--- src/sv/ipv4_udp_encap_header_builder_macros.svh ---
// Assertion macros shared by the header builder RTL.
// Expects clk and rst_n in scope at the point of use.
`ifndef IPV4_UDP_ENCAP_HEADER_BUILDER_MACROS_SVH
`define IPV4_UDP_ENCAP_HEADER_BUILDER_MACROS_SVH

// Clocked property, ignored while in reset.
`define IUEHB_ASSERT(lbl, prop, msg) \
    lbl: assert property (@(posedge clk) disable iff (!rst_n) (prop)) else $error(msg);

// Condition that must never be seen at a clock edge.
`define IUEHB_NEVER(lbl, cond, msg) \
    lbl: assert property (@(posedge clk) disable iff (!rst_n) !(cond)) else $error(msg);

`endif

--- src/sv/iuehb_pkg.sv ---
// Package for the IPv4/UDP header builder: constants, header record and queue status.
// No dependencies.
package iuehb_pkg;

    localparam logic [7:0]  IPV4_VER_IHL    = 8'h45;
    localparam logic [7:0]  IPV4_TOS        = 8'h00;
    localparam logic [7:0]  IPV4_PROTO_UDP  = 8'h11;
    localparam logic [7:0]  TTL_RESET       = 8'd64;
    localparam logic [16:0] TOTAL_HDR_BYTES = 17'd28;
    localparam logic [15:0] UDP_HDR_BYTES   = 16'd8;
    localparam logic [15:0] HALF_ZERO       = 16'h0000;
    localparam int          QUEUE_DEPTH_DEF = 2;

    // Header word positions
    localparam logic [2:0] WORD_VER_LEN  = 3'd0;
    localparam logic [2:0] WORD_IDENT    = 3'd1;
    localparam logic [2:0] WORD_TTL_CSUM = 3'd2;
    localparam logic [2:0] WORD_SADDR    = 3'd3;
    localparam logic [2:0] WORD_DADDR    = 3'd4;
    localparam logic [2:0] WORD_PORTS    = 3'd5;
    localparam logic [2:0] WORD_UDP_LEN  = 3'd6;
    localparam logic [2:0] WORD_LAST     = WORD_UDP_LEN;

    typedef struct packed {
        logic [15:0] ip_ident;
        logic [31:0] source_address;
        logic [31:0] dest_address;
        logic [15:0] source_port;
        logic [15:0] dest_port;
        logic [15:0] total_len;
        logic [15:0] udp_len;
        logic [7:0]  ttl;
        logic [15:0] checksum;
        logic        wrapped;
    } hdr_rec_t;

    typedef struct packed {
        logic full;
        logic empty;
    } q_status_t;

endpackage

--- src/sv/iuehb_front.sv ---
// Front end: takes requests, holds TTL, works out lengths and the IPv4 checksum.
// Depends on iuehb_pkg.
module iuehb_front (
    input  logic                 clk,
    input  logic                 rst_n,
    input  logic                 cfg_we,
    input  logic [7:0]           cfg_wdata,
    input  logic                 start,
    output logic                 busy,
    input  logic [15:0]          ip_ident,
    input  logic [31:0]          source_address,
    input  logic [31:0]          dest_address,
    input  logic [15:0]          source_port,
    input  logic [15:0]          dest_port,
    input  logic [15:0]          payload_bytes,
    input  iuehb_pkg::q_status_t q_status,
    output logic                 push,
    output iuehb_pkg::hdr_rec_t  push_rec
);
    import iuehb_pkg::*;

    logic [7:0]  ttl_reg;
    logic        s_valid_reg;
    logic        s_valid_next;
    hdr_rec_t    s_rec_reg;
    logic [17:0] addr_sum_reg;
    logic        accept;
    logic [16:0] total_full;
    logic [18:0] hdr_sum;
    logic [16:0] fold1;
    logic [15:0] fold2;

    always_ff @(posedge clk or negedge rst_n)
    begin
        if (!rst_n)
        begin
            ttl_reg <= TTL_RESET;
        end
        else if (cfg_we)
        begin
            ttl_reg <= cfg_wdata;
        end
    end

    assign busy   = s_valid_reg & q_status.full;
    assign accept = start & ~busy;
    assign push   = s_valid_reg & ~q_status.full;

    assign total_full = {1'b0, payload_bytes} + TOTAL_HDR_BYTES;

    always_comb
    begin
        s_valid_next = s_valid_reg;
        if (accept)
        begin
            s_valid_next = 1'b1;
        end
        else if (push)
        begin
            s_valid_next = 1'b0;
        end
    end

    always_ff @(posedge clk or negedge rst_n)
    begin
        if (!rst_n)
        begin
            s_valid_reg <= 1'b0;
        end
        else
        begin
            s_valid_reg <= s_valid_next;
        end
    end

    always_ff @(posedge clk)
    begin
        if (accept)
        begin
            s_rec_reg.ip_ident       <= ip_ident;
            s_rec_reg.source_address <= source_address;
            s_rec_reg.dest_address   <= dest_address;
            s_rec_reg.source_port    <= source_port;
            s_rec_reg.dest_port      <= dest_port;
            s_rec_reg.total_len      <= total_full[15:0];
            s_rec_reg.udp_len        <= payload_bytes + UDP_HDR_BYTES;
            s_rec_reg.ttl            <= ttl_reg;
            s_rec_reg.checksum       <= HALF_ZERO;
            s_rec_reg.wrapped        <= total_full[16];
            addr_sum_reg <= {2'b00, source_address[31:16]} + {2'b00, source_address[15:0]}
                          + {2'b00, dest_address[31:16]} + {2'b00, dest_address[15:0]};
        end
    end

    // Remaining halfwords, then ones'-complement fold
    assign hdr_sum = {1'b0, addr_sum_reg}
                   + {3'b000, IPV4_VER_IHL, IPV4_TOS}
                   + {3'b000, s_rec_reg.total_len}
                   + {3'b000, s_rec_reg.ip_ident}
                   + {3'b000, s_rec_reg.ttl, IPV4_PROTO_UDP};
    assign fold1 = {14'd0, hdr_sum[18:16]} + {1'b0, hdr_sum[15:0]};
    assign fold2 = fold1[15:0] + {15'd0, fold1[16]};

    always_comb
    begin
        push_rec          = s_rec_reg;
        push_rec.checksum = ~fold2;
    end

endmodule

--- src/sv/iuehb_fifo.sv ---
// Short queue of header records between front and back.
// Depends on iuehb_pkg and the assertion macro header.
module iuehb_fifo #(
    parameter int DEPTH = iuehb_pkg::QUEUE_DEPTH_DEF
) (
    input  logic                 clk,
    input  logic                 rst_n,
    input  logic                 push,
    input  iuehb_pkg::hdr_rec_t  push_rec,
    input  logic                 pop,
    output iuehb_pkg::hdr_rec_t  head_rec,
    output iuehb_pkg::q_status_t status
);
    import iuehb_pkg::*;

    localparam int PW = (DEPTH > 1) ? $clog2(DEPTH) : 1;
    localparam int CW = $clog2(DEPTH + 1);
    localparam logic [PW-1:0] PTR_LAST = PW'(DEPTH - 1);
    localparam logic [CW-1:0] CNT_FULL = CW'(DEPTH);

    hdr_rec_t      mem [DEPTH];
    logic [PW-1:0] wr_ptr_reg;
    logic [PW-1:0] rd_ptr_reg;
    logic [CW-1:0] count_reg;
    logic [CW-1:0] count_next;

    always_ff @(posedge clk)
    begin
        if (push)
        begin
            mem[wr_ptr_reg] <= push_rec;
        end
    end

    assign head_rec     = mem[rd_ptr_reg];
    assign status.full  = (count_reg == CNT_FULL);
    assign status.empty = (count_reg == '0);

    always_comb
    begin
        count_next = count_reg;
        if (push && !pop)
        begin
            count_next = count_reg + 1'b1;
        end
        else if (pop && !push)
        begin
            count_next = count_reg - 1'b1;
        end
    end

    always_ff @(posedge clk or negedge rst_n)
    begin
        if (!rst_n)
        begin
            wr_ptr_reg <= '0;
            rd_ptr_reg <= '0;
            count_reg  <= '0;
        end
        else
        begin
            count_reg <= count_next;
            if (push)
            begin
                wr_ptr_reg <= (wr_ptr_reg == PTR_LAST) ? '0 : wr_ptr_reg + 1'b1;
            end
            if (pop)
            begin
                rd_ptr_reg <= (rd_ptr_reg == PTR_LAST) ? '0 : rd_ptr_reg + 1'b1;
            end
        end
    end

`include "ipv4_udp_encap_header_builder_macros.svh"

    `IUEHB_NEVER(a_no_push_full, push && status.full, "push into full queue")
    `IUEHB_NEVER(a_no_pop_empty, pop && status.empty, "pop from empty queue")

endmodule

--- src/sv/iuehb_back.sv ---
// Back end: serialises one header record as seven registered 32-bit words.
// Depends on iuehb_pkg and the assertion macro header.
module iuehb_back (
    input  logic                 clk,
    input  logic                 rst_n,
    input  iuehb_pkg::q_status_t q_status,
    input  iuehb_pkg::hdr_rec_t  head_rec,
    output logic                 pop,
    output logic                 strobe,
    output logic [2:0]           word_index,
    output logic [31:0]          header_word,
    output logic                 last_word,
    output logic                 length_wrapped
);
    import iuehb_pkg::*;

    hdr_rec_t    rec_reg;
    logic        active_reg;
    logic        active_next;
    logic [2:0]  cnt_reg;
    logic [2:0]  cnt_next;
    logic        strobe_reg;
    logic [2:0]  index_reg;
    logic [31:0] word_reg;
    logic [31:0] word_next;
    logic        last_reg;
    logic        wrapped_reg;
    logic        at_last;

    assign at_last = (cnt_reg == WORD_LAST);
    assign pop     = ~q_status.empty & (~active_reg | at_last);

    always_comb
    begin
        active_next = active_reg;
        cnt_next    = cnt_reg;
        if (pop)
        begin
            active_next = 1'b1;
            cnt_next    = WORD_VER_LEN;
        end
        else if (active_reg)
        begin
            active_next = ~at_last;
            cnt_next    = cnt_reg + 3'd1;
        end
    end

    always_comb
    begin
        case (cnt_reg)
            WORD_VER_LEN:  word_next = {IPV4_VER_IHL, IPV4_TOS, rec_reg.total_len};
            WORD_IDENT:    word_next = {rec_reg.ip_ident, HALF_ZERO};
            WORD_TTL_CSUM: word_next = {rec_reg.ttl, IPV4_PROTO_UDP, rec_reg.checksum};
            WORD_SADDR:    word_next = rec_reg.source_address;
            WORD_DADDR:    word_next = rec_reg.dest_address;
            WORD_PORTS:    word_next = {rec_reg.source_port, rec_reg.dest_port};
            WORD_UDP_LEN:  word_next = {rec_reg.udp_len, HALF_ZERO};
            default:       word_next = '0;
        endcase
    end

    always_ff @(posedge clk or negedge rst_n)
    begin
        if (!rst_n)
        begin
            active_reg <= 1'b0;
            cnt_reg    <= WORD_VER_LEN;
            strobe_reg <= 1'b0;
        end
        else
        begin
            active_reg <= active_next;
            cnt_reg    <= cnt_next;
            strobe_reg <= active_reg;
        end
    end

    always_ff @(posedge clk)
    begin
        if (pop)
        begin
            rec_reg <= head_rec;
        end
        if (active_reg)
        begin
            index_reg   <= cnt_reg;
            word_reg    <= word_next;
            last_reg    <= at_last;
            wrapped_reg <= rec_reg.wrapped;
        end
    end

    assign strobe         = strobe_reg;
    assign word_index     = index_reg;
    assign header_word    = word_reg;
    assign last_word      = last_reg;
    assign length_wrapped = wrapped_reg;

`include "ipv4_udp_encap_header_builder_macros.svh"

    `IUEHB_ASSERT(a_last_on_final, strobe && last_word |-> word_index == WORD_LAST, "last flag off final word")
    `IUEHB_ASSERT(a_words_in_run, strobe && !last_word |=> strobe && word_index == $past(word_index) + 3'd1, "gap or skip inside a header")

endmodule

--- src/sv/ipv4_udp_encap_header_builder.sv ---
// IPv4/UDP encapsulation header builder, top level.
// Depends on iuehb_pkg, iuehb_front, iuehb_fifo and iuehb_back.
//
// A request is taken when start is high and busy is low. Each request gives seven
// 32-bit header words, one per cycle on strobe, word_index 0 to 6, with last_word
// on the seventh; the receiver cannot stall them. A taken request passes the front
// register, the queue and the back end's record register before its words go out;
// the single word-per-cycle output serialiser sets the sustained request rate. A queue of
// QUEUE_DEPTH records plus one front register lets up to that many further
// requests be taken while a header is still going out; busy rises once they fill.
// cfg_we writes the TTL from cfg_wdata (reset 64); write it only while idle.
module ipv4_udp_encap_header_builder #(
    parameter int QUEUE_DEPTH = iuehb_pkg::QUEUE_DEPTH_DEF
) (
    input  logic        clk,
    input  logic        rst_n,
    input  logic        cfg_we,
    input  logic [7:0]  cfg_wdata,
    input  logic        start,
    output logic        busy,
    input  logic [15:0] ip_ident,
    input  logic [31:0] source_address,
    input  logic [31:0] dest_address,
    input  logic [15:0] source_port,
    input  logic [15:0] dest_port,
    input  logic [15:0] payload_bytes,
    output logic        strobe,
    output logic [2:0]  word_index,
    output logic [31:0] header_word,
    output logic        last_word,
    output logic        length_wrapped
);
    import iuehb_pkg::*;

    q_status_t q_status;
    hdr_rec_t  push_rec;
    hdr_rec_t  head_rec;
    logic      push;
    logic      pop;

    iuehb_front u_front (
        .clk            (clk),
        .rst_n          (rst_n),
        .cfg_we         (cfg_we),
        .cfg_wdata      (cfg_wdata),
        .start          (start),
        .busy           (busy),
        .ip_ident       (ip_ident),
        .source_address (source_address),
        .dest_address   (dest_address),
        .source_port    (source_port),
        .dest_port      (dest_port),
        .payload_bytes  (payload_bytes),
        .q_status       (q_status),
        .push           (push),
        .push_rec       (push_rec)
    );

    iuehb_fifo #(
        .DEPTH (QUEUE_DEPTH)
    ) u_fifo (
        .clk      (clk),
        .rst_n    (rst_n),
        .push     (push),
        .push_rec (push_rec),
        .pop      (pop),
        .head_rec (head_rec),
        .status   (q_status)
    );

    iuehb_back u_back (
        .clk            (clk),
        .rst_n          (rst_n),
        .q_status       (q_status),
        .head_rec       (head_rec),
        .pop            (pop),
        .strobe         (strobe),
        .word_index     (word_index),
        .header_word    (header_word),
        .last_word      (last_word),
        .length_wrapped (length_wrapped)
    );

endmodule

--- config.mk ---
export PLATFORM = sky130hd
export DESIGN_NAME = ipv4_udp_encap_header_builder
export DESIGN_NICKNAME = d
export VERILOG_FILES = /design/src/sv/iuehb_pkg.sv /design/src/sv/iuehb_front.sv /design/src/sv/iuehb_fifo.sv /design/src/sv/iuehb_back.sv /design/src/sv/ipv4_udp_encap_header_builder.sv
export VERILOG_INCLUDE_DIRS = /design/src /design/src/sv
export SDC_FILE = /design/constraint.sdc
export NUM_CORES = 1
export LEC_CHECK = 0
export BUFFER_PORTS_ARGS = -buffer_cell sky130_fd_sc_hd__buf_2
export CORE_MARGIN = 2
export CORE_UTILIZATION = 30
export DETAILED_ROUTE_END_ITERATION = 10
export PLACE_DENSITY = 0.55
export SLEW_MARGIN = 0
export SYNTH_ARGS = -nofsm -noshare
export SYNTH_HDL_FRONTEND = slang
export SYNTH_SLANG_ARGS = --single-unit
--- constraint.sdc ---
create_clock -name clk -period 20.6 [get_ports clk]
set_clock_uncertainty 0.15 [all_clocks]
set_input_delay 1.03 -clock clk [delete_from_list [all_inputs] [get_ports clk]]
set_output_delay 1.03 -clock clk [all_outputs]
set_load 0.02 [all_outputs]
# Word level (Yosys, flattened, before mapping)
# Memories as Yosys holds them, arrays and structs flattened. A register that Yosys moved wholly into a read port is not among the register bits.
# Index checks and enable logic that the tools add are counted.
[totals]
inputBits = 140
memories = 1
reg_bits = 226
elab_cells = 79
ram_bits = 338
[mem_list]
columns = ["name", "words", "width", "read_ports", "rd_clocked_by_memory_dff", "write_ports", "line_no", "source"]
rows = [
  ["u_fifo.mem", 2, 169, 1, 1, 1, "iuehb_fifo.sv:21", "hdr_rec_t mem [DEPTH];"],
]
[classes]
n_reduce_logical = 9
bitwise_logic = 11
mux = 13
n_eq_ne = 7
n_addsub = 16
[op_table]
columns = ["op", "count"]
rows = [
  ["32-bit case mux with 7 select lines", 1],
  ["19-bit by 16-bit adder with 19-bit output", 3],
  ["18-bit by 16-bit adder with 18-bit output", 2],
  ["18-bit by 15-bit adder with 19-bit output (second input constant)", 1],
  ["16-bit by 16-bit adder with 17-bit output", 1],
  ["16-bit by 5-bit adder with 17-bit output (second input constant)", 1],
  ["3-bit by 16-bit adder with 17-bit output", 1],
  ["16-bit by 1-bit adder with 16-bit output", 1],
  ["16-bit by 4-bit adder with 16-bit output (second input constant)", 1],
  ["16-bit inverter", 1],
  ["3-bit == test (second input constant)", 3],
  ["1-bit two-way mux", 8],
  ["3-bit by 2-bit == test with 1-bit output (second input constant)", 2],
  ["3-bit two-way mux", 2],
  ["2-bit nonzero test", 3],
  ["1-bit inverter", 5],
  ["1-bit AND", 4],
  ["2-bit two-way mux", 2],
  ["3-bit by 1-bit adder with 3-bit output (second input constant)", 1],
  ["3-bit by 1-bit == test with 1-bit output (second input constant)", 1],
  ["3-bit logical NOT", 1],
  ["1-bit adder (second input constant)", 2],
  ["2-bit by 1-bit adder with 2-bit output (second input constant)", 1],
  ["2-bit == test (second input constant)", 1],
  ["5 further kinds", 7],
]

# Depth between registers and ports, before layout
[depth]
depth_word = 7
mapped_depth = 32
mapped_depth_nobuf = 32

# By module
# From an unflattened synthesis, not the netlist that was laid out.
[hier_totals]
cells_unflattened = 1622
area_unflattened_um2 = 30071.3
[by_module_without_submodules]
columns = ["module", "cells_each", "instances", "area_per_inst_um2"]
rows = [
  ["iuehb_fifo", 542, 1, 12784.8],
  ["iuehb_front", 688, 1, 9741.8],
  ["iuehb_back", 392, 1, 7544.7],
]

# Worst setup path before layout
# Ideal clock, no wire load.
[synth_timing]
kind = "register to register"
startpoint = "reg u_back.active_reg"
endpoint = "reg u_fifo.count_reg[1]"
period_less_slack_ns = 10.592
arrival_ns = 10.363
setup_slack_ns = 10.008
path_buffers = 1
path_stages_with_launch = 7
path_cell_list = "dfrtp_1 clkbuf_1 a21oi_1 inv_1 ha_1 nor2_1 xor2_1"
[synth_between]
elab_chain_len = 6
elab_cells_between_ends = 8
[synth_rtl]
columns = ["element", "line_no", "source"]
rows = [
  ["from (decl)", "iuehb_back.sv:18", "logic active_reg;"],
  ["from (signal assigned)", "iuehb_back.sv:73", "active_reg <= active_next;"],
  ["1-bit inverter (*)", "iuehb_back.sv:31", "assign pop = ~q_status.empty & (~active_reg | at_last);"],
  ["1-bit OR (*)", "iuehb_back.sv:31", ""],
  ["1-bit AND (*)", "iuehb_back.sv:31", ""],
  ["via pop", "ipv4_udp_encap_header_builder.sv:39", "logic pop;"],
  ["1-bit logical NOT", "iuehb_fifo.sv:42", "if (push && !pop)"],
  ["1-bit logical AND", "iuehb_fifo.sv:42", ""],
  ["2-bit two-way mux / 2-bit nonzero test (equally long branches)", "n/a", ""],
  ["to (signal assigned)", "iuehb_fifo.sv:62", "count_reg <= count_next;"],
  ["to (decl)", "iuehb_fifo.sv:24", "logic [CW-1:0] count_reg;"],
]
# Mark *: on every way through the listed nets, which the timed path passes. The rest lies on a longest branch.
# A chain may end at the register's enable or synchronous reset.

==> flow_summary.json <==
{
  "dieArea_mm2": 0.1016,
  "layout-drive-gt1-share": 0.2580,
  "ctsLongestPathBuffers": 3,
  "register_area_mm2": 0.02169,
  "dieHeight_um": 318.8,
  "cp.required_ps": 20900,
  "cp_top_family": "adder cells",
  "clock_latency_ps": 630,
  "core-area_mm2": 0.09828,
  "crit_type": "flip-flop to flip-flop",
  "drc": 0,
  "ir_drop_v": 0.0001374,
  "track_usage": 0.1390,
  "wl_per_cell_um": 21.56,
  "fillers": 9221,
  "antenna_found_initial": 11,
  "r2r_start": "u_front.push_rec[48]",
  "period_share": 0.3731,
  "antenna_left": 0,
  "final_area_mm2": 0.03469,
  "worst_pin_slew_ps": 1012,
  "syn_inst": 1716,
  "numCtsBuffers": 74,
  "leakage_nw": 12.49,
  "timing.rr.end": "u_fifo.mem[1][16]",
  "place_area_mm2": 0.03224,
  "cp.arrival_ps": 7990,
  "synth_edf_count": 707,
  "hp-class": "primary input to asynchronous set/reset pin",
  "crit_buf_inv": 3,
  "rsz0062_at_grt": "false",
  "grt_max_degree": 155,
  "grt_pass1_vias": 15992,
  "clock.fmax_mhz": 130.1,
  "ys_types": 71,
  "portBuffers": 178,
  "post_cts_buffers": 0,
  "crit_slowest_cell": "fa_1",
  "synth.avg_cell_area_um2": 17.32,
  "async_reset_ff_frac": 0.02483,
  "relSlewSlack": 0.3253,
  "worst_slack_ps": 12910,
  "ys_seq_area_frac": 0.7293,
  "synthFlopType": "edfxtp_1",
  "finalCriticalPeriod_ps": 7687,
  "cp_max_fo": 5,
  "cts_tree": "yes",
  "slew_viol_final": 0,
  "pre_cts_slack_ps": 12960,
  "maxCapViolCount": 0,
  "rrSetupSlack_ps": 12910,
  "endpoint_kind": "flip-flop",
  "multiInputGateArea_mm2": 0.007365,
  "cts_sinks": 725,
  "post-dp-hpwl_um": 47890,
  "largest_register_ffs": 334,
  "critPathLaunchType": "flip-flop",
  "root_buffer": "clkbuf_16",
  "ys_warn_count": 0,
  "cpMostUsedCell": "fa_1",
  "fp.dieW_um": 318.8,
  "htreeDepth": 3,
  "post_cts_resize_count": 0,
  "initialDrtViolationCount": 1200,
  "via_per_inst": 4.674,
  "grt_overflow_total": 0,
  "synth_seq_cells": 725,
  "routed-via-count": 15351,
  "place_inst": 3152,
  "p_per_area_mw_per_mm2": 189.8,
  "num_rows": 115,
  "finalNonFillerCells": 3284,
  "crit_path_max_incr_delay_ps": 490,
  "grt_pass1_wl_um": 105400,
  "setup-tns-final_ps": 0,
  "hold_slack_ps": 214.6,
  "place_congestion": 0.8261,
  "initial_core_util": 0.3025,
  "netlist_area_mm2": 0.02973,
  "synth_nets": 1989,
  "syn_to_final_growth_pct": 16.68,
  "firstDrtPassIters": 5,
  "status": "finished, final reports clean",
  "hold_viol_final": 0,
  "final-setup-viol-count": 0,
  "io_pins": 179,
  "r2r_cells": 31,
  "clk_pin_slew_ps": 60,
  "drt-total-wl_um": 70810,
  "final_nets": 2214,
  "cts_hold_buf": 0
}
==> kinds of logic (layout without fill, tap and decap cells) <==
family,Yosys count,count (layout),share of synthesized area
AO/OA/AOI/OAI,204,204,0.05021
other,0,1,0
XOR/XNOR,89,89,0.02685
flip-flops,725,725,0.7293
adder cells (fa/ha/maj),133,133,0.06684
buffers and inverters,190,470,0.02399
multiplexers,184,184,0.06970
AND/OR/NAND/NOR,191,191,0.03308
==> routing by layer <==
layer  vias up  part of all wire  GRT usage
met5         -            0.0012          0
met4        16             0.022    0.03844
met3       107             0.049    0.02502
met2       362              0.49     0.2336
met1      7890              0.44     0.1843
li1       6976                 -          -
==> report_power, final <==
part	switching [mW]	internal, mW	total [mW]
logic	1.70	1.01	2.72
registers	0.163	2.35	2.51
clock network	0.560	0.798	1.36
==> cells in the mapped netlist (7+ instances only) <==
cell	number	share of area
o211ai_1	7	0.0018
nand3_1	26	0.0044
clkbuf_1	47	0.0059
nand2_1	44	0.0056
a22oi_1	22	0.0056
a21oi_1	39	0.0066
xor2_1	36	0.011
a222oi_1	27	0.0091
nor2_1	39	0.0049
mux2_2	184	0.070
nor3_1	23	0.0039
o21ai_0	40	0.0067
fa_1	43	0.029
xnor2_1	52	0.015
or3_1	8	0.0017
nand4_1	7	0.0015
nor2b_1	9	0.0019
dfrtp_1	17	0.014
edfxtp_1	707	0.71
ha_1	90	0.038
inv_1	143	0.018
==> placed cells by master (no fill, tap or decap), types with 5 or more instances in the layout <==
master / instances
mux2_2: 184
o21bai_1: 5
xor2_1: 36
inv_1: 142
buf_4: 17
clkinv_1: 13
o21ai_0: 40
ha_1: 89
bufinv_16: 9
buf_2: 178
nor3_1: 23
clkinv_2: 8
clkinvlp_4: 5
nor2b_1: 8
or3_1: 8
a222oi_1: 27
a221o_1: 6
nand4_1: 7
o211ai_1: 7
dfrtp_1: 15
fa_1: 43
nand2b_1: 6
clkbuf_1: 14
a21o_1: 6
clkbuf_16: 76
xnor2_1: 52
edfxtp_1: 707
nand2_1: 44
nand3_1: 26
o21a_1: 5
a22oi_1: 22
nor2_1: 38
a21oi_1: 38
==> metrics by stage <==
stage | power, mW | utilization
floorplan | 4.478 | -
global placement | 5.249 | 0.3280
detailed placement | 5.279 | 0.3280
CTS | 6.673 | 0.3529
global route | 7.019 | 0.3529
finish | 6.586 | 0.3530
==> how the worst max path moves through the flow <==
stage               cells past startpoint  slack (ps)             endpoint            startpoint
global route                           31       12340    u_fifo.mem[0][16]  u_front.push_rec[48]
floorplan                               6       10010  u_fifo.count_reg[1]     u_back.active_reg
finish                                 31       12910    u_fifo.mem[1][16]  u_front.push_rec[48]
detailed placement                     31       12960    u_fifo.mem[0][16]  u_front.push_rec[48]
CTS                                    31       12930    u_fifo.mem[1][16]  u_front.push_rec[48]
global placement                       31       13070    u_fifo.mem[0][16]  u_front.push_rec[48]
==> area by class of cell <==
type                       count  area share
multi-input combinational    801      0.2123
inverter                     143     0.01547
clock buffer                  92     0.05713
antenna                        1  0.00007214
clock inverter                39     0.01345
timing repair buffer         196     0.02994
tap                         1287     0.04642
sequential                   725      0.6252
(Power assumes the default switching activity.)
